===== src/rtl/des_pkg.sv =====
package des_pkg;

    localparam int Rounds = 16;
    localparam int HalfKeyBits = 28;
    localparam int AddrBits = 3;
    localparam logic [AddrBits-1:0] AddrKey = 3'd0;

    typedef logic [7:0] tab_idx_t;

    typedef struct packed {
        logic        dec;
        logic [31:0] l;
        logic [31:0] r;
    } round_data_t;

    function automatic logic [63:0] perm_ip(input logic [63:0] v);
        logic [63:0] r;
        tab_idx_t tab [64];
        tab = '{8'd58,8'd50,8'd42,8'd34,8'd26,8'd18,8'd10,8'd2,
                8'd60,8'd52,8'd44,8'd36,8'd28,8'd20,8'd12,8'd4,
                8'd62,8'd54,8'd46,8'd38,8'd30,8'd22,8'd14,8'd6,
                8'd64,8'd56,8'd48,8'd40,8'd32,8'd24,8'd16,8'd8,
                8'd57,8'd49,8'd41,8'd33,8'd25,8'd17,8'd9,8'd1,
                8'd59,8'd51,8'd43,8'd35,8'd27,8'd19,8'd11,8'd3,
                8'd61,8'd53,8'd45,8'd37,8'd29,8'd21,8'd13,8'd5,
                8'd63,8'd55,8'd47,8'd39,8'd31,8'd23,8'd15,8'd7};
        for (int i = 0; i < 64; i++)
        begin
            r[63-i] = v[64-int'(tab[i])];
        end
        return r;
    endfunction

    function automatic logic [63:0] perm_fp(input logic [63:0] v);
        logic [63:0] r;
        tab_idx_t tab [64];
        tab = '{8'd40,8'd8,8'd48,8'd16,8'd56,8'd24,8'd64,8'd32,
                8'd39,8'd7,8'd47,8'd15,8'd55,8'd23,8'd63,8'd31,
                8'd38,8'd6,8'd46,8'd14,8'd54,8'd22,8'd62,8'd30,
                8'd37,8'd5,8'd45,8'd13,8'd53,8'd21,8'd61,8'd29,
                8'd36,8'd4,8'd44,8'd12,8'd52,8'd20,8'd60,8'd28,
                8'd35,8'd3,8'd43,8'd11,8'd51,8'd19,8'd59,8'd27,
                8'd34,8'd2,8'd42,8'd10,8'd50,8'd18,8'd58,8'd26,
                8'd33,8'd1,8'd41,8'd9,8'd49,8'd17,8'd57,8'd25};
        for (int i = 0; i < 64; i++)
        begin
            r[63-i] = v[64-int'(tab[i])];
        end
        return r;
    endfunction

    function automatic logic [55:0] perm_pc1(input logic [63:0] v);
        logic [55:0] r;
        tab_idx_t tab [56];
        tab = '{8'd57,8'd49,8'd41,8'd33,8'd25,8'd17,8'd9,8'd1,8'd58,8'd50,8'd42,8'd34,
                8'd26,8'd18,8'd10,8'd2,8'd59,8'd51,8'd43,8'd35,8'd27,8'd19,8'd11,8'd3,
                8'd60,8'd52,8'd44,8'd36,8'd63,8'd55,8'd47,8'd39,8'd31,8'd23,8'd15,8'd7,
                8'd62,8'd54,8'd46,8'd38,8'd30,8'd22,8'd14,8'd6,8'd61,8'd53,8'd45,8'd37,
                8'd29,8'd21,8'd13,8'd5,8'd28,8'd20,8'd12,8'd4};
        for (int i = 0; i < 56; i++)
        begin
            r[55-i] = v[64-int'(tab[i])];
        end
        return r;
    endfunction

    function automatic logic [47:0] perm_pc2(input logic [55:0] v);
        logic [47:0] r;
        tab_idx_t tab [48];
        tab = '{8'd14,8'd17,8'd11,8'd24,8'd1,8'd5,8'd3,8'd28,8'd15,8'd6,8'd21,8'd10,
                8'd23,8'd19,8'd12,8'd4,8'd26,8'd8,8'd16,8'd7,8'd27,8'd20,8'd13,8'd2,
                8'd41,8'd52,8'd31,8'd37,8'd47,8'd55,8'd30,8'd40,8'd51,8'd45,8'd33,8'd48,
                8'd44,8'd49,8'd39,8'd56,8'd34,8'd53,8'd46,8'd42,8'd50,8'd36,8'd29,8'd32};
        for (int i = 0; i < 48; i++)
        begin
            r[47-i] = v[56-int'(tab[i])];
        end
        return r;
    endfunction

    function automatic logic [47:0] perm_e(input logic [31:0] v);
        logic [47:0] r;
        tab_idx_t tab [48];
        tab = '{8'd32,8'd1,8'd2,8'd3,8'd4,8'd5,8'd4,8'd5,8'd6,8'd7,8'd8,8'd9,
                8'd8,8'd9,8'd10,8'd11,8'd12,8'd13,8'd12,8'd13,8'd14,8'd15,8'd16,8'd17,
                8'd16,8'd17,8'd18,8'd19,8'd20,8'd21,8'd20,8'd21,8'd22,8'd23,8'd24,8'd25,
                8'd24,8'd25,8'd26,8'd27,8'd28,8'd29,8'd28,8'd29,8'd30,8'd31,8'd32,8'd1};
        for (int i = 0; i < 48; i++)
        begin
            r[47-i] = v[32-int'(tab[i])];
        end
        return r;
    endfunction

    function automatic logic [31:0] perm_p(input logic [31:0] v);
        logic [31:0] r;
        tab_idx_t tab [32];
        tab = '{8'd16,8'd7,8'd20,8'd21,8'd29,8'd12,8'd28,8'd17,
                8'd1,8'd15,8'd23,8'd26,8'd5,8'd18,8'd31,8'd10,
                8'd2,8'd8,8'd24,8'd14,8'd32,8'd27,8'd3,8'd9,
                8'd19,8'd13,8'd30,8'd6,8'd22,8'd11,8'd4,8'd25};
        for (int i = 0; i < 32; i++)
        begin
            r[31-i] = v[32-int'(tab[i])];
        end
        return r;
    endfunction

    // s-box lookup, box 0 is S1
    function automatic logic [3:0] sbox(input logic [2:0] box, input logic [5:0] six);
        logic [3:0] t [8][64];
        logic [5:0] idx;
        t[0] = '{4'd14,4'd4,4'd13,4'd1,4'd2,4'd15,4'd11,4'd8,4'd3,4'd10,4'd6,4'd12,4'd5,4'd9,4'd0,4'd7,
                 4'd0,4'd15,4'd7,4'd4,4'd14,4'd2,4'd13,4'd1,4'd10,4'd6,4'd12,4'd11,4'd9,4'd5,4'd3,4'd8,
                 4'd4,4'd1,4'd14,4'd8,4'd13,4'd6,4'd2,4'd11,4'd15,4'd12,4'd9,4'd7,4'd3,4'd10,4'd5,4'd0,
                 4'd15,4'd12,4'd8,4'd2,4'd4,4'd9,4'd1,4'd7,4'd5,4'd11,4'd3,4'd14,4'd10,4'd0,4'd6,4'd13};
        t[1] = '{4'd15,4'd1,4'd8,4'd14,4'd6,4'd11,4'd3,4'd4,4'd9,4'd7,4'd2,4'd13,4'd12,4'd0,4'd5,4'd10,
                 4'd3,4'd13,4'd4,4'd7,4'd15,4'd2,4'd8,4'd14,4'd12,4'd0,4'd1,4'd10,4'd6,4'd9,4'd11,4'd5,
                 4'd0,4'd14,4'd7,4'd11,4'd10,4'd4,4'd13,4'd1,4'd5,4'd8,4'd12,4'd6,4'd9,4'd3,4'd2,4'd15,
                 4'd13,4'd8,4'd10,4'd1,4'd3,4'd15,4'd4,4'd2,4'd11,4'd6,4'd7,4'd12,4'd0,4'd5,4'd14,4'd9};
        t[2] = '{4'd10,4'd0,4'd9,4'd14,4'd6,4'd3,4'd15,4'd5,4'd1,4'd13,4'd12,4'd7,4'd11,4'd4,4'd2,4'd8,
                 4'd13,4'd7,4'd0,4'd9,4'd3,4'd4,4'd6,4'd10,4'd2,4'd8,4'd5,4'd14,4'd12,4'd11,4'd15,4'd1,
                 4'd13,4'd6,4'd4,4'd9,4'd8,4'd15,4'd3,4'd0,4'd11,4'd1,4'd2,4'd12,4'd5,4'd10,4'd14,4'd7,
                 4'd1,4'd10,4'd13,4'd0,4'd6,4'd9,4'd8,4'd7,4'd4,4'd15,4'd14,4'd3,4'd11,4'd5,4'd2,4'd12};
        t[3] = '{4'd7,4'd13,4'd14,4'd3,4'd0,4'd6,4'd9,4'd10,4'd1,4'd2,4'd8,4'd5,4'd11,4'd12,4'd4,4'd15,
                 4'd13,4'd8,4'd11,4'd5,4'd6,4'd15,4'd0,4'd3,4'd4,4'd7,4'd2,4'd12,4'd1,4'd10,4'd14,4'd9,
                 4'd10,4'd6,4'd9,4'd0,4'd12,4'd11,4'd7,4'd13,4'd15,4'd1,4'd3,4'd14,4'd5,4'd2,4'd8,4'd4,
                 4'd3,4'd15,4'd0,4'd6,4'd10,4'd1,4'd13,4'd8,4'd9,4'd4,4'd5,4'd11,4'd12,4'd7,4'd2,4'd14};
        t[4] = '{4'd2,4'd12,4'd4,4'd1,4'd7,4'd10,4'd11,4'd6,4'd8,4'd5,4'd3,4'd15,4'd13,4'd0,4'd14,4'd9,
                 4'd14,4'd11,4'd2,4'd12,4'd4,4'd7,4'd13,4'd1,4'd5,4'd0,4'd15,4'd10,4'd3,4'd9,4'd8,4'd6,
                 4'd4,4'd2,4'd1,4'd11,4'd10,4'd13,4'd7,4'd8,4'd15,4'd9,4'd12,4'd5,4'd6,4'd3,4'd0,4'd14,
                 4'd11,4'd8,4'd12,4'd7,4'd1,4'd14,4'd2,4'd13,4'd6,4'd15,4'd0,4'd9,4'd10,4'd4,4'd5,4'd3};
        t[5] = '{4'd12,4'd1,4'd10,4'd15,4'd9,4'd2,4'd6,4'd8,4'd0,4'd13,4'd3,4'd4,4'd14,4'd7,4'd5,4'd11,
                 4'd10,4'd15,4'd4,4'd2,4'd7,4'd12,4'd9,4'd5,4'd6,4'd1,4'd13,4'd14,4'd0,4'd11,4'd3,4'd8,
                 4'd9,4'd14,4'd15,4'd5,4'd2,4'd8,4'd12,4'd3,4'd7,4'd0,4'd4,4'd10,4'd1,4'd13,4'd11,4'd6,
                 4'd4,4'd3,4'd2,4'd12,4'd9,4'd5,4'd15,4'd10,4'd11,4'd14,4'd1,4'd7,4'd6,4'd0,4'd8,4'd13};
        t[6] = '{4'd4,4'd11,4'd2,4'd14,4'd15,4'd0,4'd8,4'd13,4'd3,4'd12,4'd9,4'd7,4'd5,4'd10,4'd6,4'd1,
                 4'd13,4'd0,4'd11,4'd7,4'd4,4'd9,4'd1,4'd10,4'd14,4'd3,4'd5,4'd12,4'd2,4'd15,4'd8,4'd6,
                 4'd1,4'd4,4'd11,4'd13,4'd12,4'd3,4'd7,4'd14,4'd10,4'd15,4'd6,4'd8,4'd0,4'd5,4'd9,4'd2,
                 4'd6,4'd11,4'd13,4'd8,4'd1,4'd4,4'd10,4'd7,4'd9,4'd5,4'd0,4'd15,4'd14,4'd2,4'd3,4'd12};
        t[7] = '{4'd13,4'd2,4'd8,4'd4,4'd6,4'd15,4'd11,4'd1,4'd10,4'd9,4'd3,4'd14,4'd5,4'd0,4'd12,4'd7,
                 4'd1,4'd15,4'd13,4'd8,4'd10,4'd3,4'd7,4'd4,4'd12,4'd5,4'd6,4'd11,4'd0,4'd14,4'd9,4'd2,
                 4'd7,4'd11,4'd4,4'd1,4'd9,4'd12,4'd14,4'd2,4'd0,4'd6,4'd10,4'd13,4'd15,4'd3,4'd5,4'd8,
                 4'd2,4'd1,4'd14,4'd7,4'd4,4'd10,4'd8,4'd13,4'd15,4'd12,4'd9,4'd0,4'd3,4'd5,4'd6,4'd11};
        idx = {six[5], six[0], six[4:1]};
        return t[box][idx];
    endfunction

    function automatic logic [31:0] feistel(input logic [31:0] r, input logic [47:0] k);
        logic [47:0] x;
        logic [31:0] o;
        x = perm_e(r) ^ k;
        for (int i = 0; i < 8; i++)
        begin
            o[31-4*i -: 4] = sbox(3'(i), x[47-6*i -: 6]);
        end
        return perm_p(o);
    endfunction

    function automatic logic [27:0] rotl28(input logic [27:0] x, input int s);
        logic [55:0] d;
        d = {x, x} << s;
        return d[55:28];
    endfunction

endpackage


===== src/rtl/des_round.sv =====
module des_round
(
    input  logic                      clk,
    input  logic                      rst_n,
    input  logic                      advance,
    input  logic                      in_valid,
    input  des_pkg::round_data_t      in_data,
    input  logic [47:0]               key_enc,
    input  logic [47:0]               key_dec,
    output logic                      out_valid,
    output des_pkg::round_data_t      out_data
);

    logic                 valid_reg;
    des_pkg::round_data_t data_reg;
    des_pkg::round_data_t data_next;

    always_comb
    begin
        data_next.dec = in_data.dec;
        data_next.l   = in_data.r;
        data_next.r   = in_data.l ^ des_pkg::feistel(in_data.r,
                                                     in_data.dec ? key_dec : key_enc);
    end

    always_ff @(posedge clk or negedge rst_n)
    begin
        if (!rst_n)
        begin
            valid_reg <= 1'b0;
        end
        else if (advance)
        begin
            valid_reg <= in_valid;
        end
    end

    always_ff @(posedge clk)
    begin
        if (advance)
        begin
            data_reg <= data_next;
        end
    end

    assign out_valid = valid_reg;
    assign out_data  = data_reg;

endmodule


===== config.mk =====
export PLATFORM = sky130hd
export DESIGN_NAME = des_round
export DESIGN_NICKNAME = d
export VERILOG_FILES = /design/src/rtl/des_pkg.sv /design/src/rtl/des_round.sv
export SDC_FILE = /design/constraint.sdc
export NUM_CORES = 1
export LEC_CHECK = 0
export BUFFER_PORTS_ARGS = -buffer_cell sky130_fd_sc_hd__buf_2
export CAP_MARGIN = 10
export CORE_MARGIN = 2
export CORE_UTILIZATION = 60
export CTS_CLUSTER_SIZE = 25
export DETAILED_ROUTE_END_ITERATION = 16
export PLACE_DENSITY = 0.95
export SYNTH_ARGS = -nofsm -noshare
export SYNTH_HDL_FRONTEND = slang
export SYNTH_SLANG_ARGS = --single-unit

===== constraint.sdc =====
create_clock -name clk -period 1.25 [get_ports clk]
set_clock_uncertainty 0.05 [all_clocks]
set_input_delay 0.25 -clock clk [delete_from_list [all_inputs] [get_ports clk]]
set_output_delay 0.25 -clock clk [all_outputs]
set_load 0.02 [all_outputs]

==> impl_metrics.toml, run 1 <==
[run_status]
run_status = "aborted with a tool error"
failed_stage = "global routing"
error = "[ERROR GRT-0232] Routing congestion too high. Check the congestion heatmap in the GUI."

[yosys]
synth_cells = 867
async_flop_share = 0.01515
synth.net_count = 1094
seq_area_frac_synth = 0.2230
synth_compound_area_frac = 0.1625
syn-cell-area_sq_um = 8865
synth_cell_types = 75
synthSimpleGateAreaFrac = 0.09372
synth-seq-cells = 66
synth_fa_ha_area_frac = 0.08864
yosysWarnings = 0
postSynthAreaPerCell_sq_um = 10.22
synthXorXnorAreaFrac = 0.1733
yosys_most_used_dff = "edfxtp_1"
synth_top_family_by_area = "multiplexers"
synthMuxAreaShare = 0.2018
synth-edff-count = 65

[placement]
dp_slack_ps = -1654
gp_congestion = 1.034
dp_hpwl_mm = 23.65
port_buffers = 230
post-place-cells = 1484
place_area_sq_um = 12240

[floorplan]
ioPinCount = 231
rows = 44
die_width_microns = 125.6
initial_core_util = 0.6123
die_h_microns = 125.6

[global_routing]
grt_remaining_overflow = 1
grtUsageTotal = 0.7100
grt_max_degree = 21

[clock_network]
cts-buffers-inserted = 9
cts_max_path_buffers = 2
h-tree-depth = 3
clkSinkCount = 66
root_buffer = "clkbuf_16"

[timing]
worstEndpointType = "sequential cell input"
postGrtWorstEndpoint = "out_data[0]$_DFFE_PP_/D"
## synth_stat cells, types with 7 or more instances
cell       number  area share
buf_4          18       0.015
mux4_2         10       0.025
a221oi_1        7      0.0069
xnor2_2        23       0.042
xnor2_1        56       0.055
o211ai_1       26       0.022
ha_1           62       0.088
a21oi_1        29       0.016
mux2i_4        20       0.051
nand3_1        23       0.013
mux2i_1        87       0.098
edfxtp_1       65        0.22
nor2_1         47       0.020
o221ai_1        7      0.0069
nand2_1        74       0.031
buf_2          16      0.0090
inv_2           9      0.0038
o2111ai_1      11       0.011
xor2_1         28       0.028
nor3_1         22       0.012
inv_1          31       0.013
o21ai_1        11      0.0062
o21ai_0        24       0.014
a22oi_1         7      0.0059
xor2_2         11       0.020
a211oi_1       13       0.011
mux2_2         13       0.017
## per-layer routing
| metal | GRT overflow | GRT usage |
|---|---|---|
| met1 | 0 | 0.6842 |
| met2 | 1 | 0.9377 |
| met3 | 0 | 0.4994 |
| met4 | 0 | 0.7425 |
| met5 | 0 | 0.1548 |
## cell families after synthesis
logic type,after synthesis
compound gates,199
xor+xnor,127
fa+ha+maj,63
buf+inv,87
flops,66
mux,136
simple gates,189
## metrics by stage
step	hold WS, ps	setup TNS [ps]
floorplan	-95.59	-43040
global placement	-25.45	-44790
detailed placement	-14.36	-48120
CTS	52.86	-31330
## what timing repair did
action,CTS
hold buffers,1
pin swaps,29
endpoints found under the setup margin,33
buffers inserted,24
endpoints found under the hold margin,1
gates resized for setup,89
==> inputs of run 2 (changes only) <==
- CORE_UTILIZATION: 60 -> 40
- CTS_CLUSTER_SIZE: 25 -> not set
- PLACE_DENSITY: 0.95 -> not set
- PLACE_DENSITY_LB_ADDON: not set -> 0.15
==> impl_metrics.toml, run 2 <==
[timing]
setup_viol = 32
hold_viol = 0
hold_slack_ps = 61.84
rsz0062_at_grt = "true"
worst_pin_slew_ps = 633.2
slew_violations = 0
period_needed_ps = 2314
timing.slew.headroom = 0.5748
max_clock_freq_ghz = 0.4322
fin_crit_sh = 1.851
setup_slack_ps = -1064

[yosys]
syn-cell-area_sq_um = 8865
synth_cell_types = 75
ys_top_cells_by_count = "87 x mux2i_1, 74 x nand2_1, 65 x edfxtp_1"
synth-seq-cells = 66
synth.net_count = 1094
yosys_most_used_dff = "edfxtp_1"
yosysMostFrequentCell = "mux2i_1"
async_flop_share = 0.01515
yosys-top-cells-area = "edfxtp_1 22%, mux2i_1 9.8%, ha_1 8.8%, xnor2_1 5.5%, mux2i_4 5.1%"
synth_cells = 867
synth-edff-count = 65
yosysWarnings = 0
yosysTopAreaCell = "edfxtp_1"
postSynthAreaPerCell_sq_um = 10.22
synth_top_area_frac = 0.2202
seq_area_frac_synth = 0.2230

[power_and_ir_drop]
sw_frac_of_total = 0.3934
p_int_w = 0.009673
p_clk_frac = 0.161
p_leak_nw = 6.210
seq_power_share = 0.189
pwr-share-comb = 0.650
total_power_w = 0.01595
pwr_density_cell_nw_per_um2 = 1108
switching_power_w = 0.006275
ir_worst_vdd_uv = 612.8

[worst_setup_path]
r2r-start = "out_valid"
timing.rr.end = "out_valid"
crit_start = "in_data[64]"
critPathCaptureType = "flop"
crit_fanout = 8
regToRegSetupSlack_ps = 470
critical_path_arrival_ps = 2360
reg2reg_depth = 1
crit_type = "input pin to flop"
start_kind = "input pin"
worstPathRequired_ps = 1300

[worst_hold_path]
min_path_type = "input pin to flop"
min_from = "in_data[9]"
hold_path_depth = 1
min_to = "out_data[41]"

[cells_and_area]
largest_register_ffs = 65
drive_above_1_share = 0.5864
area_growth_pct = 62.30
layout_common_cells = "262 x buf_4, 228 x buf_2, 69 x mux2i_1, 68 x nand2_1, 65 x edfxtp_1"
fillers = 1751
antenna-diode-count = 0
finalNetCount = 1624
final_common_cell = "buf_4"

[drt]
drt_iter0_markers = 304
met3_length_mm = 1.348
viasPerCell = 5.262
wl_met1_mm = 11.17
drc_errors = 0
drt.antenna.violating_nets = 0
wire_per_inst_microns = 16.75
topRoutingLayerUsed = "met4"
drt_first_pass_iters = 4
vias = 8840
route.met2.wl_mm = 15.21
routed_wl_mm = 28.15

[clock_network]
cts_max_path_buffers = 2
h-tree-depth = 3
cts-buffers-inserted = 9
root_buffer = "clkbuf_16"
clkSinkCount = 66
cts_tree = "yes"
clk_pin_slew_worst_paths_ps = 60
clkLatencyLatePin_ps = 350

[floorplan]
coreArea_sq_um = 21760
rows = 54
die_width_microns = 152.9
die_h_microns = 152.9
die-area_sq_um = 23370
initial_core_util = 0.4075
ioPinCount = 231

[run_status]
run_status = "finished with violations"
violations = "setup timing"

[global_routing]
grt_pass1_wl_mm = 43.97
antenna_found_initial = 0
grtUsageTotal = 0.2287
grt_max_degree = 26
grt_pass1_vias = 8773
grt_remaining_overflow = 0

[placement]
gp_congestion = 0.8989
port_buffers = 230
dp_hpwl_mm = 20.32

[job]
drv_cap = 0
run 2: worst max path at each step:
| stage | endpoint | slack, ps | cells after the start |
|---|---|---|---|
| after floorplan | out_data[12] | -1560 | 13 |
| after global placement | out_data[12] | -1560 | 12 |
| after global routing | out_data[16] | -1210 | 12 |
| final | out_data[12] | -1060 | 12 |
| after CTS | out_data[17] | -1030 | 12 |
| after detailed placement | out_data[12] | -1610 | 12 |
run 2: worst max-delay path: stages:
cell and delay, ps:
buf_12 120, buf_12 160, buf_12 110, mux2i_4 270, xor2_4 220, inv_2 90, ha_4 180, mux2_4 280
mux2_4 270, mux2i_4 160, a22oi_2 110, xnor2_1 130
run 2: repair_timing:
item,in CTS,in global routing
pin swaps,62,68
resized for setup,129,99
endpoints found under the hold margin,1,0
hold buffers,1,0
endpoints found under the setup margin,32,32
cloned,1,1
buffers inserted,43,29
run 2: cell type report:
type,instances,area (sq um),share of cell area
sequential,66,1977,0.1374
multi-input combinational,714,7473,0.5194
inverter,40,182.7,0.01270
timing repair buffer,566,4129,0.2870
clock inverter,3,42.54,0.002957
clock buffer,11,232.7,0.01618
tap,280,350.3,0.02435
run 2: cells by family (layout without fill, tap and decap cells):
| group | after synthesis | count (layout) | share of synthesized area |
|---|---|---|---|
| AOI/OAI and AO/OA | 199 | 199 | 0.1625 |
| buffers and inverters | 87 | 620 | 0.05702 |
| xor gates and xnor gates | 127 | 127 | 0.1733 |
| adders and majority gates | 63 | 63 | 0.08864 |
| muxes | 136 | 136 | 0.2018 |
| and+or+nand+nor | 189 | 189 | 0.09372 |
| DFF | 66 | 66 | 0.2230 |
run 2: per-stage QoR:
| stage | worst slack, ps | area [sq um] | std cells | utilization | setup TNS [ps] |
|---|---|---|---|---|---|
| after CTS | -1031 | 13750 | 1653 | 0.6319 | -30720 |
| after global placement | -1560 | 12510 | 1596 | 0.5752 | -46880 |
| after detailed placement | -1613 | 12510 | 1596 | 0.5752 | -47520 |
| after floorplan | -1560 | 9271 | 867 | - | -43040 |
| final | -1064 | 14390 | 1680 | 0.6613 | -31280 |
| after global routing | -1206 | 14390 | 1680 | 0.6613 | -34160 |
run 2: power groups by stage:
stage               Clock (W)  Combinational [W]  Sequential, W
floorplan                   0            0.00500        0.00356
detailed placement          0            0.00871        0.00306
CTS                   0.00263            0.00960        0.00302
global placement            0            0.00864        0.00305
global route          0.00270             0.0111        0.00305
finish                0.00256             0.0104        0.00301
run 2: layer usage:
| metal | up-vias | global-route usage |
|---|---|---|
| li1 | 4293 | - |
| met1 | 4239 | 0.2723 |
| met2 | 276 | 0.4262 |
| met3 | 32 | 0.03459 |
| met4 | 0 | 0.06349 |
| met5 | - | 0 |
Power figures use the tool's default switching activity.
==> inputs of run 3 (changes only) <==
- CELL_PAD_IN_SITES_DETAIL_PLACEMENT: not set -> 0
- CELL_PAD_IN_SITES_GLOBAL_PLACEMENT: not set -> 1
==> impl_metrics.toml, run 3 (synthesis results as in run 2) <==
[run_status]
run_status = "finished with violations"
violations = "setup timing"

[worst_setup_path]
critical_path_arrival_ps = 2340
worst-path-buf-inv = 6
start_kind = "input pin"
worstSetupPathDepth = 14
crit_type = "input pin to flop"
crit_path_max_incr_delay_ps = 270
crit_fanout = 5
crit_path_frequent_cell = "buf_4"
cp_slowest_cell = "xnor2_4"
reg2reg_depth = 1
critPathTopFamily = "buffers and inverters"
worstPathRequired_ps = 1290
critPathCaptureType = "flop"
cp_cell_sequence = "buf_12, buf_4, buf_16, mux2i_4, xnor2_4, buf_6, ha_4, inv_2, mux2i_2, a2111oi_2, buf_4, a311oi_2, a21oi_1, xor2_1"

[cells_and_area]
drive_above_1_share = 0.5965
final_common_cell = "buf_4"
layout_common_cells = "282 x buf_4, 228 x buf_2, 70 x nand2_1, 65 x edfxtp_1, 64 x mux2i_1"
finalNetCount = 1637
largest_register_ffs = 65
area_growth_pct = 64.09
final_cell_count_no_fill = 1696
fin_area_sq_um = 14550

[global_routing]
grt_max_degree = 32
antenna_found_initial = 2
grt_pass1_wl_mm = 43.29
grtUsageTotal = 0.2256
grt_remaining_overflow = 0
grt_pass1_vias = 8578

[clock_network]
h-tree-depth = 3
clk_pin_slew_worst_paths_ps = 60
cts-buffers-inserted = 9
clkLatencyLatePin_ps = 340
clkSinkCount = 66
root_buffer = "clkbuf_16"
cts_tree = "yes"
cts_max_path_buffers = 2

[power_and_ir_drop]
p_leak_nw = 6.257
ir_worst_vdd_uv = 584.1
pwr_density_cell_nw_per_um2 = 1102

[drt]
vias = 8744
drt_first_pass_iters = 5
viasPerCell = 5.156
drt.antenna.violating_nets = 0
drc_errors = 0
drt_iter0_markers = 367
wire_per_inst_microns = 16.58
routed_wl_mm = 28.13

[job]
drv_cap = 0

[placement]
post-place-cells = 1609
gp_congestion = 0.9002
dp_hpwl_mm = 20.67
port_buffers = 230
place_area_sq_um = 12640

[timing]
hold_viol = 0
rsz0062_at_grt = "true"
setup_viol = 32
max_clock_freq_ghz = 0.4352
fin_crit_sh = 1.838
timing.slew.headroom = 0.6500
worst_pin_slew_ps = 521.3
period_needed_ps = 2298
setup_tns_ps = -30420
setup_slack_ps = -1048
slew_violations = 0

[floorplan]
rows = 54
die-area_sq_um = 23370
ioPinCount = 231
die_width_microns = 152.9
die_h_microns = 152.9
initial_core_util = 0.4075
coreArea_sq_um = 21760

[worst_hold_path]
hold_path_depth = 1
min_path_type = "input pin to flop"
[run 3: what timing repair did]
action | CTS | global route
pin swaps | 63 | 62
setup endpoints to repair | 32 | 34
hold buffers | 1 | 0
hold endpoints to repair | 1 | 0
resized for setup | 117 | 102
buffers inserted | 30 | 36
cloned | 4 | 1
[run 3: cell type report]
type,instances,area [sq um]
Antenna cell,1,2.502
Clock buffer,13,250.2
Clock inverter,3,40.04
Fill cell,1762,7209
Inverter,40,185.2
Multi-Input combinational cell,714,7488
Sequential cell,66,1977
Tap cell,280,350.3
Timing Repair Buffer,579,4253
[run 3: metal layers]
layer,track usage,share of wire,vias up
li1,-,-,4325
met4,0.05026,0.015,0
met1,0.2871,0.42,4126
met3,0.03572,0.051,34
met2,0.4032,0.51,259
met5,0,0,-
[run 3: final timing paths]
| check | endpoint | slack (ps) | startpoint |
|---|---|---|---|
| max reg2reg | out_valid | 440 | out_valid |
| max | out_data[11] | -1050 | in_data[64] |
| max in group asynchronous | out_valid | 900 | rst_n |
| min in group asynchronous | out_valid | 170 | rst_n |
| min reg2reg | out_valid | 490 | out_valid |
| min | out_data[41] | 70 | in_data[9] |
[run 3: through the flow]
| stage | hold slack [ps] | setup slack, ps | utilization | power [W] |
|---|---|---|---|---|
| detailed placement | -19.24 | -1579 | 0.5808 | 0.01187 |
| floorplan | -95.59 | -1560 | - | 0.008558 |
| global route | 67.66 | -1128 | 0.6686 | 0.01695 |
| global placement | -25.44 | -1562 | 0.5808 | 0.01182 |
| finish | 72.73 | -1048 | 0.6686 | 0.01602 |
| CTS | 62.47 | -1055 | 0.6345 | 0.01530 |
[run 3: power breakdown]
| part | internal, W | switching [W] | leakage (nW) | total [W] |
|---|---|---|---|---|
| Clock | 0.00160 | 0.00102 | 0.144 | 0.00262 |
| Sequential | 0.00293 | 0.0000906 | 0.648 | 0.00302 |
| Combinational | 0.00528 | 0.00510 | 5.47 | 0.0104 |
