`src/rtl/des_pkg.sv`:
```
package des_pkg;

    localparam int Rounds = 16;
    localparam int HalfKeyBits = 28;
    localparam int AddrBits = 3;
    localparam logic [AddrBits-1:0] AddrKey = 3'd0;

    typedef logic [7:0] tab_idx_t;

    typedef struct packed {
        logic        dec;
        logic [31:0] l;
        logic [31:0] r;
    } round_data_t;

    function automatic logic [63:0] perm_ip(input logic [63:0] v);
        logic [63:0] r;
        tab_idx_t tab [64];
        tab = '{8'd58,8'd50,8'd42,8'd34,8'd26,8'd18,8'd10,8'd2,
                8'd60,8'd52,8'd44,8'd36,8'd28,8'd20,8'd12,8'd4,
                8'd62,8'd54,8'd46,8'd38,8'd30,8'd22,8'd14,8'd6,
                8'd64,8'd56,8'd48,8'd40,8'd32,8'd24,8'd16,8'd8,
                8'd57,8'd49,8'd41,8'd33,8'd25,8'd17,8'd9,8'd1,
                8'd59,8'd51,8'd43,8'd35,8'd27,8'd19,8'd11,8'd3,
                8'd61,8'd53,8'd45,8'd37,8'd29,8'd21,8'd13,8'd5,
                8'd63,8'd55,8'd47,8'd39,8'd31,8'd23,8'd15,8'd7};
        for (int i = 0; i < 64; i++)
        begin
            r[63-i] = v[64-int'(tab[i])];
        end
        return r;
    endfunction

    function automatic logic [63:0] perm_fp(input logic [63:0] v);
        logic [63:0] r;
        tab_idx_t tab [64];
        tab = '{8'd40,8'd8,8'd48,8'd16,8'd56,8'd24,8'd64,8'd32,
                8'd39,8'd7,8'd47,8'd15,8'd55,8'd23,8'd63,8'd31,
                8'd38,8'd6,8'd46,8'd14,8'd54,8'd22,8'd62,8'd30,
                8'd37,8'd5,8'd45,8'd13,8'd53,8'd21,8'd61,8'd29,
                8'd36,8'd4,8'd44,8'd12,8'd52,8'd20,8'd60,8'd28,
                8'd35,8'd3,8'd43,8'd11,8'd51,8'd19,8'd59,8'd27,
                8'd34,8'd2,8'd42,8'd10,8'd50,8'd18,8'd58,8'd26,
                8'd33,8'd1,8'd41,8'd9,8'd49,8'd17,8'd57,8'd25};
        for (int i = 0; i < 64; i++)
        begin
            r[63-i] = v[64-int'(tab[i])];
        end
        return r;
    endfunction

    function automatic logic [55:0] perm_pc1(input logic [63:0] v);
        logic [55:0] r;
        tab_idx_t tab [56];
        tab = '{8'd57,8'd49,8'd41,8'd33,8'd25,8'd17,8'd9,8'd1,8'd58,8'd50,8'd42,8'd34,
                8'd26,8'd18,8'd10,8'd2,8'd59,8'd51,8'd43,8'd35,8'd27,8'd19,8'd11,8'd3,
                8'd60,8'd52,8'd44,8'd36,8'd63,8'd55,8'd47,8'd39,8'd31,8'd23,8'd15,8'd7,
                8'd62,8'd54,8'd46,8'd38,8'd30,8'd22,8'd14,8'd6,8'd61,8'd53,8'd45,8'd37,
                8'd29,8'd21,8'd13,8'd5,8'd28,8'd20,8'd12,8'd4};
        for (int i = 0; i < 56; i++)
        begin
            r[55-i] = v[64-int'(tab[i])];
        end
        return r;
    endfunction

    function automatic logic [47:0] perm_pc2(input logic [55:0] v);
        logic [47:0] r;
        tab_idx_t tab [48];
        tab = '{8'd14,8'd17,8'd11,8'd24,8'd1,8'd5,8'd3,8'd28,8'd15,8'd6,8'd21,8'd10,
                8'd23,8'd19,8'd12,8'd4,8'd26,8'd8,8'd16,8'd7,8'd27,8'd20,8'd13,8'd2,
                8'd41,8'd52,8'd31,8'd37,8'd47,8'd55,8'd30,8'd40,8'd51,8'd45,8'd33,8'd48,
                8'd44,8'd49,8'd39,8'd56,8'd34,8'd53,8'd46,8'd42,8'd50,8'd36,8'd29,8'd32};
        for (int i = 0; i < 48; i++)
        begin
            r[47-i] = v[56-int'(tab[i])];
        end
        return r;
    endfunction

    function automatic logic [47:0] perm_e(input logic [31:0] v);
        logic [47:0] r;
        tab_idx_t tab [48];
        tab = '{8'd32,8'd1,8'd2,8'd3,8'd4,8'd5,8'd4,8'd5,8'd6,8'd7,8'd8,8'd9,
                8'd8,8'd9,8'd10,8'd11,8'd12,8'd13,8'd12,8'd13,8'd14,8'd15,8'd16,8'd17,
                8'd16,8'd17,8'd18,8'd19,8'd20,8'd21,8'd20,8'd21,8'd22,8'd23,8'd24,8'd25,
                8'd24,8'd25,8'd26,8'd27,8'd28,8'd29,8'd28,8'd29,8'd30,8'd31,8'd32,8'd1};
        for (int i = 0; i < 48; i++)
        begin
            r[47-i] = v[32-int'(tab[i])];
        end
        return r;
    endfunction

    function automatic logic [31:0] perm_p(input logic [31:0] v);
        logic [31:0] r;
        tab_idx_t tab [32];
        tab = '{8'd16,8'd7,8'd20,8'd21,8'd29,8'd12,8'd28,8'd17,
                8'd1,8'd15,8'd23,8'd26,8'd5,8'd18,8'd31,8'd10,
                8'd2,8'd8,8'd24,8'd14,8'd32,8'd27,8'd3,8'd9,
                8'd19,8'd13,8'd30,8'd6,8'd22,8'd11,8'd4,8'd25};
        for (int i = 0; i < 32; i++)
        begin
            r[31-i] = v[32-int'(tab[i])];
        end
        return r;
    endfunction

    // s-box lookup, box 0 is S1
    function automatic logic [3:0] sbox(input logic [2:0] box, input logic [5:0] six);
        logic [3:0] t [8][64];
        logic [5:0] idx;
        t[0] = '{4'd14,4'd4,4'd13,4'd1,4'd2,4'd15,4'd11,4'd8,4'd3,4'd10,4'd6,4'd12,4'd5,4'd9,4'd0,4'd7,
                 4'd0,4'd15,4'd7,4'd4,4'd14,4'd2,4'd13,4'd1,4'd10,4'd6,4'd12,4'd11,4'd9,4'd5,4'd3,4'd8,
                 4'd4,4'd1,4'd14,4'd8,4'd13,4'd6,4'd2,4'd11,4'd15,4'd12,4'd9,4'd7,4'd3,4'd10,4'd5,4'd0,
                 4'd15,4'd12,4'd8,4'd2,4'd4,4'd9,4'd1,4'd7,4'd5,4'd11,4'd3,4'd14,4'd10,4'd0,4'd6,4'd13};
        t[1] = '{4'd15,4'd1,4'd8,4'd14,4'd6,4'd11,4'd3,4'd4,4'd9,4'd7,4'd2,4'd13,4'd12,4'd0,4'd5,4'd10,
                 4'd3,4'd13,4'd4,4'd7,4'd15,4'd2,4'd8,4'd14,4'd12,4'd0,4'd1,4'd10,4'd6,4'd9,4'd11,4'd5,
                 4'd0,4'd14,4'd7,4'd11,4'd10,4'd4,4'd13,4'd1,4'd5,4'd8,4'd12,4'd6,4'd9,4'd3,4'd2,4'd15,
                 4'd13,4'd8,4'd10,4'd1,4'd3,4'd15,4'd4,4'd2,4'd11,4'd6,4'd7,4'd12,4'd0,4'd5,4'd14,4'd9};
        t[2] = '{4'd10,4'd0,4'd9,4'd14,4'd6,4'd3,4'd15,4'd5,4'd1,4'd13,4'd12,4'd7,4'd11,4'd4,4'd2,4'd8,
                 4'd13,4'd7,4'd0,4'd9,4'd3,4'd4,4'd6,4'd10,4'd2,4'd8,4'd5,4'd14,4'd12,4'd11,4'd15,4'd1,
                 4'd13,4'd6,4'd4,4'd9,4'd8,4'd15,4'd3,4'd0,4'd11,4'd1,4'd2,4'd12,4'd5,4'd10,4'd14,4'd7,
                 4'd1,4'd10,4'd13,4'd0,4'd6,4'd9,4'd8,4'd7,4'd4,4'd15,4'd14,4'd3,4'd11,4'd5,4'd2,4'd12};
        t[3] = '{4'd7,4'd13,4'd14,4'd3,4'd0,4'd6,4'd9,4'd10,4'd1,4'd2,4'd8,4'd5,4'd11,4'd12,4'd4,4'd15,
                 4'd13,4'd8,4'd11,4'd5,4'd6,4'd15,4'd0,4'd3,4'd4,4'd7,4'd2,4'd12,4'd1,4'd10,4'd14,4'd9,
                 4'd10,4'd6,4'd9,4'd0,4'd12,4'd11,4'd7,4'd13,4'd15,4'd1,4'd3,4'd14,4'd5,4'd2,4'd8,4'd4,
                 4'd3,4'd15,4'd0,4'd6,4'd10,4'd1,4'd13,4'd8,4'd9,4'd4,4'd5,4'd11,4'd12,4'd7,4'd2,4'd14};
        t[4] = '{4'd2,4'd12,4'd4,4'd1,4'd7,4'd10,4'd11,4'd6,4'd8,4'd5,4'd3,4'd15,4'd13,4'd0,4'd14,4'd9,
                 4'd14,4'd11,4'd2,4'd12,4'd4,4'd7,4'd13,4'd1,4'd5,4'd0,4'd15,4'd10,4'd3,4'd9,4'd8,4'd6,
                 4'd4,4'd2,4'd1,4'd11,4'd10,4'd13,4'd7,4'd8,4'd15,4'd9,4'd12,4'd5,4'd6,4'd3,4'd0,4'd14,
                 4'd11,4'd8,4'd12,4'd7,4'd1,4'd14,4'd2,4'd13,4'd6,4'd15,4'd0,4'd9,4'd10,4'd4,4'd5,4'd3};
        t[5] = '{4'd12,4'd1,4'd10,4'd15,4'd9,4'd2,4'd6,4'd8,4'd0,4'd13,4'd3,4'd4,4'd14,4'd7,4'd5,4'd11,
                 4'd10,4'd15,4'd4,4'd2,4'd7,4'd12,4'd9,4'd5,4'd6,4'd1,4'd13,4'd14,4'd0,4'd11,4'd3,4'd8,
                 4'd9,4'd14,4'd15,4'd5,4'd2,4'd8,4'd12,4'd3,4'd7,4'd0,4'd4,4'd10,4'd1,4'd13,4'd11,4'd6,
                 4'd4,4'd3,4'd2,4'd12,4'd9,4'd5,4'd15,4'd10,4'd11,4'd14,4'd1,4'd7,4'd6,4'd0,4'd8,4'd13};
        t[6] = '{4'd4,4'd11,4'd2,4'd14,4'd15,4'd0,4'd8,4'd13,4'd3,4'd12,4'd9,4'd7,4'd5,4'd10,4'd6,4'd1,
                 4'd13,4'd0,4'd11,4'd7,4'd4,4'd9,4'd1,4'd10,4'd14,4'd3,4'd5,4'd12,4'd2,4'd15,4'd8,4'd6,
                 4'd1,4'd4,4'd11,4'd13,4'd12,4'd3,4'd7,4'd14,4'd10,4'd15,4'd6,4'd8,4'd0,4'd5,4'd9,4'd2,
                 4'd6,4'd11,4'd13,4'd8,4'd1,4'd4,4'd10,4'd7,4'd9,4'd5,4'd0,4'd15,4'd14,4'd2,4'd3,4'd12};
        t[7] = '{4'd13,4'd2,4'd8,4'd4,4'd6,4'd15,4'd11,4'd1,4'd10,4'd9,4'd3,4'd14,4'd5,4'd0,4'd12,4'd7,
                 4'd1,4'd15,4'd13,4'd8,4'd10,4'd3,4'd7,4'd4,4'd12,4'd5,4'd6,4'd11,4'd0,4'd14,4'd9,4'd2,
                 4'd7,4'd11,4'd4,4'd1,4'd9,4'd12,4'd14,4'd2,4'd0,4'd6,4'd10,4'd13,4'd15,4'd3,4'd5,4'd8,
                 4'd2,4'd1,4'd14,4'd7,4'd4,4'd10,4'd8,4'd13,4'd15,4'd12,4'd9,4'd0,4'd3,4'd5,4'd6,4'd11};
        idx = {six[5], six[0], six[4:1]};
        return t[box][idx];
    endfunction

    function automatic logic [31:0] feistel(input logic [31:0] r, input logic [47:0] k);
        logic [47:0] x;
        logic [31:0] o;
        x = perm_e(r) ^ k;
        for (int i = 0; i < 8; i++)
        begin
            o[31-4*i -: 4] = sbox(3'(i), x[47-6*i -: 6]);
        end
        return perm_p(o);
    endfunction

    function automatic logic [27:0] rotl28(input logic [27:0] x, input int s);
        logic [55:0] d;
        d = {x, x} << s;
        return d[55:28];
    endfunction

endpackage

```
`src/rtl/des_key_sched.sv`:
```
module des_key_sched
(
    input  logic        clk,
    input  logic        rst_n,
    input  logic        key_load,
    input  logic [63:0] key_value,
    output logic [63:0] key_out,
    output logic [47:0] sub_key [des_pkg::Rounds]
);

    logic [63:0] key_reg;
    logic [55:0] cd_reg;
    logic [47:0] round_keys [des_pkg::Rounds];
    logic [55:0] cd_next;

    assign cd_next = des_pkg::perm_pc1(key_value);

    always_ff @(posedge clk or negedge rst_n)
    begin
        if (!rst_n)
        begin
            key_reg <= '0;
        end
        else if (key_load)
        begin
            key_reg <= key_value;
        end
    end

    // round keys derived combinationally from the registered halves, one per round
    always_ff @(posedge clk or negedge rst_n)
    begin
        if (!rst_n)
        begin
            cd_reg <= des_pkg::perm_pc1('0);
        end
        else if (key_load)
        begin
            cd_reg <= cd_next;
        end
    end

    always_comb
    begin
        logic [27:0] c;
        logic [27:0] d;
        c = cd_reg[55:28];
        d = cd_reg[27:0];
        for (int i = 0; i < des_pkg::Rounds; i++)
        begin
            if (i == 0 || i == 1 || i == 8 || i == 15)
            begin
                c = des_pkg::rotl28(c, 1);
                d = des_pkg::rotl28(d, 1);
            end
            else
            begin
                c = des_pkg::rotl28(c, 2);
                d = des_pkg::rotl28(d, 2);
            end
            round_keys[i] = des_pkg::perm_pc2({c, d});
        end
    end

    assign key_out = key_reg;
    assign sub_key = round_keys;

endmodule

```
`config.mk`:
```
export PLATFORM = sky130hd
export DESIGN_NAME = des_key_sched
export DESIGN_NICKNAME = d
export VERILOG_FILES = /design/src/rtl/des_pkg.sv /design/src/rtl/des_key_sched.sv
export SDC_FILE = /design/constraint.sdc
export NUM_CORES = 1
export LEC_CHECK = 0
export ABC_AREA = 1
export BUFFER_PORTS_ARGS = -buffer_cell sky130_fd_sc_hd__buf_2
export CELL_PAD_IN_SITES_DETAIL_PLACEMENT = 0
export CELL_PAD_IN_SITES_GLOBAL_PLACEMENT = 1
export CORE_AREA = 8 8 344 346
export CTS_CLUSTER_SIZE = 14
export DETAILED_ROUTE_END_ITERATION = 8
export DIE_AREA = 0 0 352 354
export PLACE_DENSITY = 0.39
export SYNTH_ARGS = -nofsm -noshare
export SYNTH_HDL_FRONTEND = slang
export SYNTH_SLANG_ARGS = --single-unit
```
`constraint.sdc`:
```
create_clock -name clk -period 2.3 [get_ports clk]
set_input_delay 0.115 -clock clk [delete_from_list [all_inputs] [get_ports clk]]
set_output_delay 0.115 -clock clk [all_outputs]
set_load 0.005 [all_outputs]
```
==> results of run 1 <==
[what timing repair did]
item	4_1_cts	5_1_grt
setup buffers	0	0
hold endpoints to repair	96	0
endpoints found under the setup margin	0	0
hold buffers	65	0
[layout by cell type (no fill, tap or decap)]
| master | n |
|---|---|
| buf_2 | 896 |
| nand2_1 | 192 |
| dlygate4sd3_1 | 65 |
| dfrtp_1 | 63 |
| clkbuf_16 | 9 |
| diode_2 | 8 |
| buf_4 | 5 |
| clkbuf_1 | 3 |
| clkbuf_8 | 2 |
| buf_12 | 2 |
| inv_4 | 1 |
| dfrtp_2 | 1 |
| clkinvlp_4 | 1 |
| bufinv_16 | 1 |
[through the flow]
step | hold WS, ps | worst slack, ps
4_1_cts | 106 | 495
3_3_place_gp | 149 | 977
5_1_grt | 156 | 538
6_report | 159 | 636
3_5_place_dp | 149 | 964
2_1_floorplan | -181 | 1440
[per-layer routing]
layer	up-vias	GRT usage [%]	wire length, um
li1	2759	-	-
met1	2638	6.41	15800
met2	421	9.74	18800
met3	17	2.23	2770
met4	4	1.36	378
met5	-	0	25
[where the power goes]
part           internal (uW)  total [uW]  leakage (uW)  switching [uW]
Sequential              1220        1670      0.000778             457
Clock                    902        1580      0.000143             678
Combinational            991        1870       0.00469             880
[worst reg2reg max path, cell delays in order, from the launching register on]
cell and delay, ps:
dfrtp_1 890, nand2_1 120, nand2_1 80
[worst min-delay path by stage]
stage	from	end	slack, ps	cells past startpoint
2_1_floorplan	rst_n	cd_reg[0]	-180	0
3_3_place_gp	rst_n	cd_reg[20]	150	1
3_5_place_dp	rst_n	key_out[40]	150	1
4_1_cts	key_load	key_out[32]	110	3
5_1_grt	key_load	cd_reg[31]	160	3
6_report	key_load	cd_reg[33]	160	3
[cell families (layout without fill, tap and decap cells)]
family | Yosys count | count (layout) | synth area share (%)
buffers and inverters | 782 | 985 | 71.7
DFF | 64 | 64 | 19.5
other | 0 | 8 | 0
and+or+nand+nor | 192 | 192 | 8.78
[cell type report]
type / count / area [um2]
timing repair buffer: 968 / 5210
multi-input combinational: 192 / 721
fill: 13264 / 103000
clock inverter: 2 / 37.5
antenna: 8 / 20.0
tap: 1512 / 1890
sequential: 64 / 1600
inverter: 1 / 6.26
clock buffer: 14 / 264
==> summary.txt, run 1 <==
STA
  – Unrepaired setup endpoints after global routing: false
  – Tcrit/Tclk final: 72.4%
  – Max Clock Freq: 601 MHz
  – Slew Limit Fails: 0
  – Slew @ Worst Pin: 863 ps
  – Period minus WS final: 1660 ps
  – Hold Vio Cnt, Final: 0
  – Setup TNS: 0 ps
  – Relative slew slack: 42.5%
  – Fin Clk Skew: 0 ps
  – Final setup vio count: 0

Global route
  – Largest net degree at the start of global routing: 34
  – Total grt overflow: 0
  – First-pass GRT wire length: 50300 um
  – GRT Util Overall: 5.60%
  – Initial antenna violation count: 5
  – Number of global-route vias before repair: 6415

Yosys
  – Share of the synthesized area in the top cell type: 70.3%
  – Sequential share of the synthesized area: 19.5%
  – Largest area contributor in the netlist: buf_4
  – Synth top cells by count: buf_4 (769), nand2_1 (192), dfrtp_1 (64)
  – #FFs+latches synth: 64
  – Main synth FF type: dfrtp_1
  – EDFF count, synth: 0
  – Async SR Flop Fraction: 100%
  – Synth warn: 0
  – Post-synthesis cell area: 8210 um2
  – Synth cell types: 6
  – Area contributors post-synth: buf_4 (70%), dfrtp_1 (20%), nand2_1 (8.8%)
  – Post-Syn Instances: 1038
  – Syn Area/Cell: 7.91 um2
  – Synth Net Count: 1105
  – Most frequent cell after synthesis: buf_4

Setup path
  – Crit path max-delay cell type: dfrtp_1
  – Worst R2R Path Depth: 2
  – Worst path cell trace: buf_2
  – Worst endpoint required time: 2180 ps
  – Crit path from: cd_reg[12]
  – CP Buf/Inv Count: 1
  – Critical R2R Capture: cd_reg[12]
  – Crit path to: key_out[58]
  – Levels on crit path: 1
  – CP Launch Type: flip-flop
  – Maximum fanout along the worst path: 16
  – WP data arrival: 1550 ps
  – Critical Path Sink Type: output port
  – Setup CP Type: flip-flop to output port
  – Register-to-register setup slack: 1150 ps
  – Crit path max-delay family: flip-flops
  – Max incr delay on CP: 890 ps
  – Reg-to-Reg Start: cd_reg[12]

Route
  – DR vias/cell: 2.11
  – Starting DRC count in detailed routing: 189
  – Post-DRT Antenna Nets: 0
  – Wire length per cell: 13.7 um
  – DRC errors left: 0
  – Detailed Route WL: 37900 um
  – Drt first pass iters: 4
  – Via count: 5839

Die
  – Die Y: 354 um
  – Total core area: 113000 um2
  – Initial Utilization: 7.26%
  – Total die area: 125000 um2
  – Die width: 352 um
  – FP Rows: 124
  – IO Pins: 899

CTS
  – Clock Latency Late Sink: 370 ps
  – H-tree depth reported by CTS: 3
  – Num CTS Buffers: 9
  – Longest Clk Path Bufs: 2
  – Clock-pin slew on the worst setup and hold paths: 70 ps
  – Clk sinks: 64
  – Post_cts resized: 0
  – CTS tree: built
  – Clock Tree Root: clkbuf_16

Power and ir drop
  – Pwr Density: 525 nW/um2
  – P_leak: 0.00561 uW
  – Worst vdd ir: 0.000361 V
  – Overall power: 5130 uW

Layout
  – Layout cell share with drive strength beyond 1: 74.0%
  – Nets: 1303
  – Final core utilization: 8.63%
  – Post-route cell area: 9760 um2
  – Layout area overhead: 18.8%
  – Max FFs per register: 55
  – Filler-free cell count of the finished design: 2761

Place
  – Placed cell count: 2672
  – HPWL after detailed placement: 31900 um
  – Gpl congestion: 0.613
  – I/O Buffers: 898
  – Area after DPL: 8780 um2

Status
  – Outcome: completed

Hold path
  – Worst Hold Class: input port to flip-flop

Run
  – MaxCap Viol Count: 0
No activity file was read; power rests on OpenSTA's default activity.
==> run 2: changes to the inputs <==
==> config.mk (replaced) <==
export PLATFORM = sky130hd
export DESIGN_NAME = des_key_sched
export DESIGN_NICKNAME = d
export VERILOG_FILES = /design/src/rtl/des_pkg.sv /design/src/rtl/des_key_sched.sv
export SDC_FILE = /design/constraint.sdc
export NUM_CORES = 1
export LEC_CHECK = 0
export ABC_AREA = 0
export BUFFER_PORTS_ARGS = -buffer_cell sky130_fd_sc_hd__buf_2
export CELL_PAD_IN_SITES_DETAIL_PLACEMENT = 0
export CELL_PAD_IN_SITES_GLOBAL_PLACEMENT = 1
export CORE_AREA = 8 8 341 343
export CTS_CLUSTER_SIZE = 14
export DETAILED_ROUTE_END_ITERATION = 8
export DIE_AREA = 0 0 349 351
export PLACE_DENSITY = 0.4
export SYNTH_ARGS = -nofsm -noshare
export SYNTH_HDL_FRONTEND = slang
export SYNTH_SLANG_ARGS = --single-unit
==> constraint.sdc (replaced) <==
create_clock -name clk -period 1.5 [get_ports clk]
set_input_delay 0.075 -clock clk [delete_from_list [all_inputs] [get_ports clk]]
set_output_delay 0.075 -clock clk [all_outputs]
set_load 0.005 [all_outputs]
==> summary.txt, run 2 <==
Setup path
  – Setup CP Type: flip-flop to output port
  – WP data arrival: 1300 ps (-250 ps)
  – Crit path max-delay cell type: dfrtp_1
  – CP Launch Type: flip-flop
  – Max incr delay on CP: 630 ps (-260 ps)
  – Critical Path Sink Type: output port
  – Maximum fanout along the worst path: 16 (unchanged)
  – Worst endpoint required time: 1420 ps (-760 ps)
  – Worst path cell trace: buf_2
  – CP Buf/Inv Count: 1 (unchanged)
  – Crit path max-delay family: flip-flops

STA
  – Final hold slack: 229 ps (+69.7 ps)
  – Max Clock Freq: 727 MHz
  – Period minus WS final: 1380 ps
  – Unrepaired setup endpoints after global routing: false
  – Slew Limit Fails: 0 (unchanged)
  – Setup ws final: 125 ps (-511 ps)
  – Final setup vio count: 0 (unchanged)
  – Tcrit/Tclk final: 91.7%
  – Slew @ Worst Pin: 503 ps (-360 ps)
  – Fin Clk Skew: 0 ps (unchanged)
  – Relative slew slack: 66.5% (+24 points)
  – Hold Vio Cnt, Final: 0 (unchanged)
  – Setup TNS: 0 ps (unchanged)

Route
  – Wire length per cell: 12.3 um (-11%)
  – Starting DRC count in detailed routing: 113 (-40%)
  – Via count: 5253 (-10%)
  – DRC errors left: 0 (unchanged)
  – Detailed Route WL: 32100 um (-15%)
  – DR vias/cell: 2.01 (-5.2%)
  – Drt first pass iters: 4 (unchanged)
  – Post-DRT Antenna Nets: 0 (unchanged)

Yosys
  – EDFF count, synth: 0 (unchanged)
  – Post-Syn Instances: 903 (-13%)
  – #FFs+latches synth: 64 (unchanged)
  – Syn Area/Cell: 9.35 um2 (+18%)
  – Synth top cells by count: buf_4 (768), dfrtp_1 (64), mux2_4 (60)
  – Area contributors post-synth: buf_4 (68%), dfrtp_1 (19%), mux2_4 (11%)
  – Post-synthesis cell area: 8440 um2 (+2.8%)
  – Most frequent cell after synthesis: buf_4
  – Synth Net Count: 970 (-12%)
  – Share of the synthesized area in the top cell type: 68.3% (-2.0 points)
  – Async SR Flop Fraction: 100% (unchanged)
  – Largest area contributor in the netlist: buf_4
  – Synth warn: 0 (unchanged)
  – Synth cell types: 6 (unchanged)
  – Sequential share of the synthesized area: 19.0% (-0.54 points)
  – Main synth FF type: dfrtp_1

CTS
  – Clock Tree Root: clkbuf_16
  – Clk sinks: 64 (unchanged)
  – Clock-pin slew on the worst setup and hold paths: 70 ps (about the same)
  – Longest Clk Path Bufs: 2 (unchanged)
  – Num CTS Buffers: 9 (unchanged)
  – Clock Latency Late Sink: 390 ps (+20 ps)
  – CTS tree: built
  – H-tree depth reported by CTS: 3 (unchanged)

Run
  – MaxCap Viol Count: 0 (unchanged)

Layout
  – Max FFs per register: 55 (unchanged)
  – Layout cell share with drive strength beyond 1: 89.7% (+16 points)
  – Filler-free cell count of the finished design: 2619 (-5.1%)
  – Most common cell after layout, fill and taps aside: buf_2
  – Layout area overhead: 18.9% (about the same)
  – Most frequent cells in the layout: buf_2 (896), dlygate4sd3_1 (65), mux2_4 (60)
  – Nets: 1179 (-9.5%)
  – Sequential Area: 1620 um2 (+1.0%)
  – Final core utilization: 9.02% (+0.40 points)
  – Area of the multi-input gates: 946 um2 (+31%)
  – Filler instances: 12984 (-2.1%)

Die
  – Initial Utilization: 7.59% (+0.33 points)
  – FP Rows: 123 (-0.81%)
  – Die width: 349 um (-0.85%)
  – IO Pins: 899 (unchanged)
  – Total die area: 122000 um2 (-1.7%)
  – Die Y: 351 um (-0.85%)
  – Total core area: 111000 um2 (-1.6%)

Power and ir drop
  – Pwr Density: 837 nW/um2 (+59%)
  – P_leak: 0.00529 uW (-5.7%)
  – Worst vdd ir: 0.000569 V (+58%)

Global route
  – Initial antenna violation count: 3 (-2)
  – Total grt overflow: 0 (unchanged)
  – Largest net degree at the start of global routing: 65 (+91%)
  – GRT Util Overall: 4.63% (-0.97 points)
  – Number of global-route vias before repair: 5537 (-14%)
  – First-pass GRT wire length: 40400 um (-20%)

Status
  – Outcome: completed

Place
  – Placed cell count: 2536 (-5.1%)
  – HPWL after detailed placement: 27300 um (-15%)
  – I/O Buffers: 898 (unchanged)
  – Gpl congestion: 0.652 (+6.4%)
  – Setup WS pre-CTS: 280 ps (-684 ps)

Hold path
  – Worst Hold Class: input port to async pin
run 2: cell types whose count changed in the layout (fill, tap and decap cells not counted), moves of 2 or more:
cell,change
diode_2,-6
dfrtp_2,+13
nand2_1,-192
buf_4,+2
buf_12,+3
dfrtp_1,-13
mux2_4,+60
mux2_2,+4
clkbuf_1,-3
run 2: final cells by class:
cell class	instances	area share [%]
antenna	2	0.0498
clock buffer	10	2.38
clock inverter	6	0.673
multi-input combinational	64	9.42
sequential	64	16.1
tap	1500	18.7
timing repair buffer	973	52.7
run 2: logic make-up after synthesis:
group	share of synthesized area (%)
DFF	19.0
muxes	11.2
buffers and inverters	69.8
run 2: path summary, 6_finish.rpt:
| path | from | endpoint | slack [ps] | cells past startpoint |
|---|---|---|---|---|
| worst max-delay path | cd_reg[15] | sub_key[736] | 120 | 1 |
| worst min-delay path | rst_n | cd_reg[48] | 230 | 3 |
| worst max register to register | cd_reg[50] | cd_reg[50] | 480 | 1 |
| worst min register to register | key_out[24] | key_out[24] | 510 | 1 |
| max in group asynchronous | rst_n | cd_reg[40] | 870 | 3 |
| min in group clk | key_load | cd_reg[48] | 230 | 3 |
run 2: through the flow:
stage,area (um2),power [uW]
after floorplan,8440,5980
after global placement,9060,6080
after detailed placement,9060,6020
after CTS,10000,8880
after global routing,10000,9130
final,10000,8400
run 2: metal layers:
metal / GRT usage (%) / part of all wire (%) / up-vias
li1: - / - / 2431
met1: 5.45 / 41 / 2373
met2: 7.60 / 49 / 431
met3: 1.87 / 9.1 / 18
met4: 1.62 / 0.93 / 0
met5: 0 / 0 / -
run 2: what timing repair did:
action	in CTS	in global routing
endpoints found under the hold margin	128	0
setup buffers	0	0
pin swaps	0	0
endpoints found under the setup margin	110	5
hold buffers	65	0
resized for setup	10	4
run 2: where the power goes:
group | leakage [uW] | internal [uW] | total (uW) | switching, uW
Combinational | 0.00441 | 1900 | 3470 | 1580
Sequential | 0.000734 | 1900 | 2480 | 576
Clock | 0.000145 | 1340 | 2460 | 1120
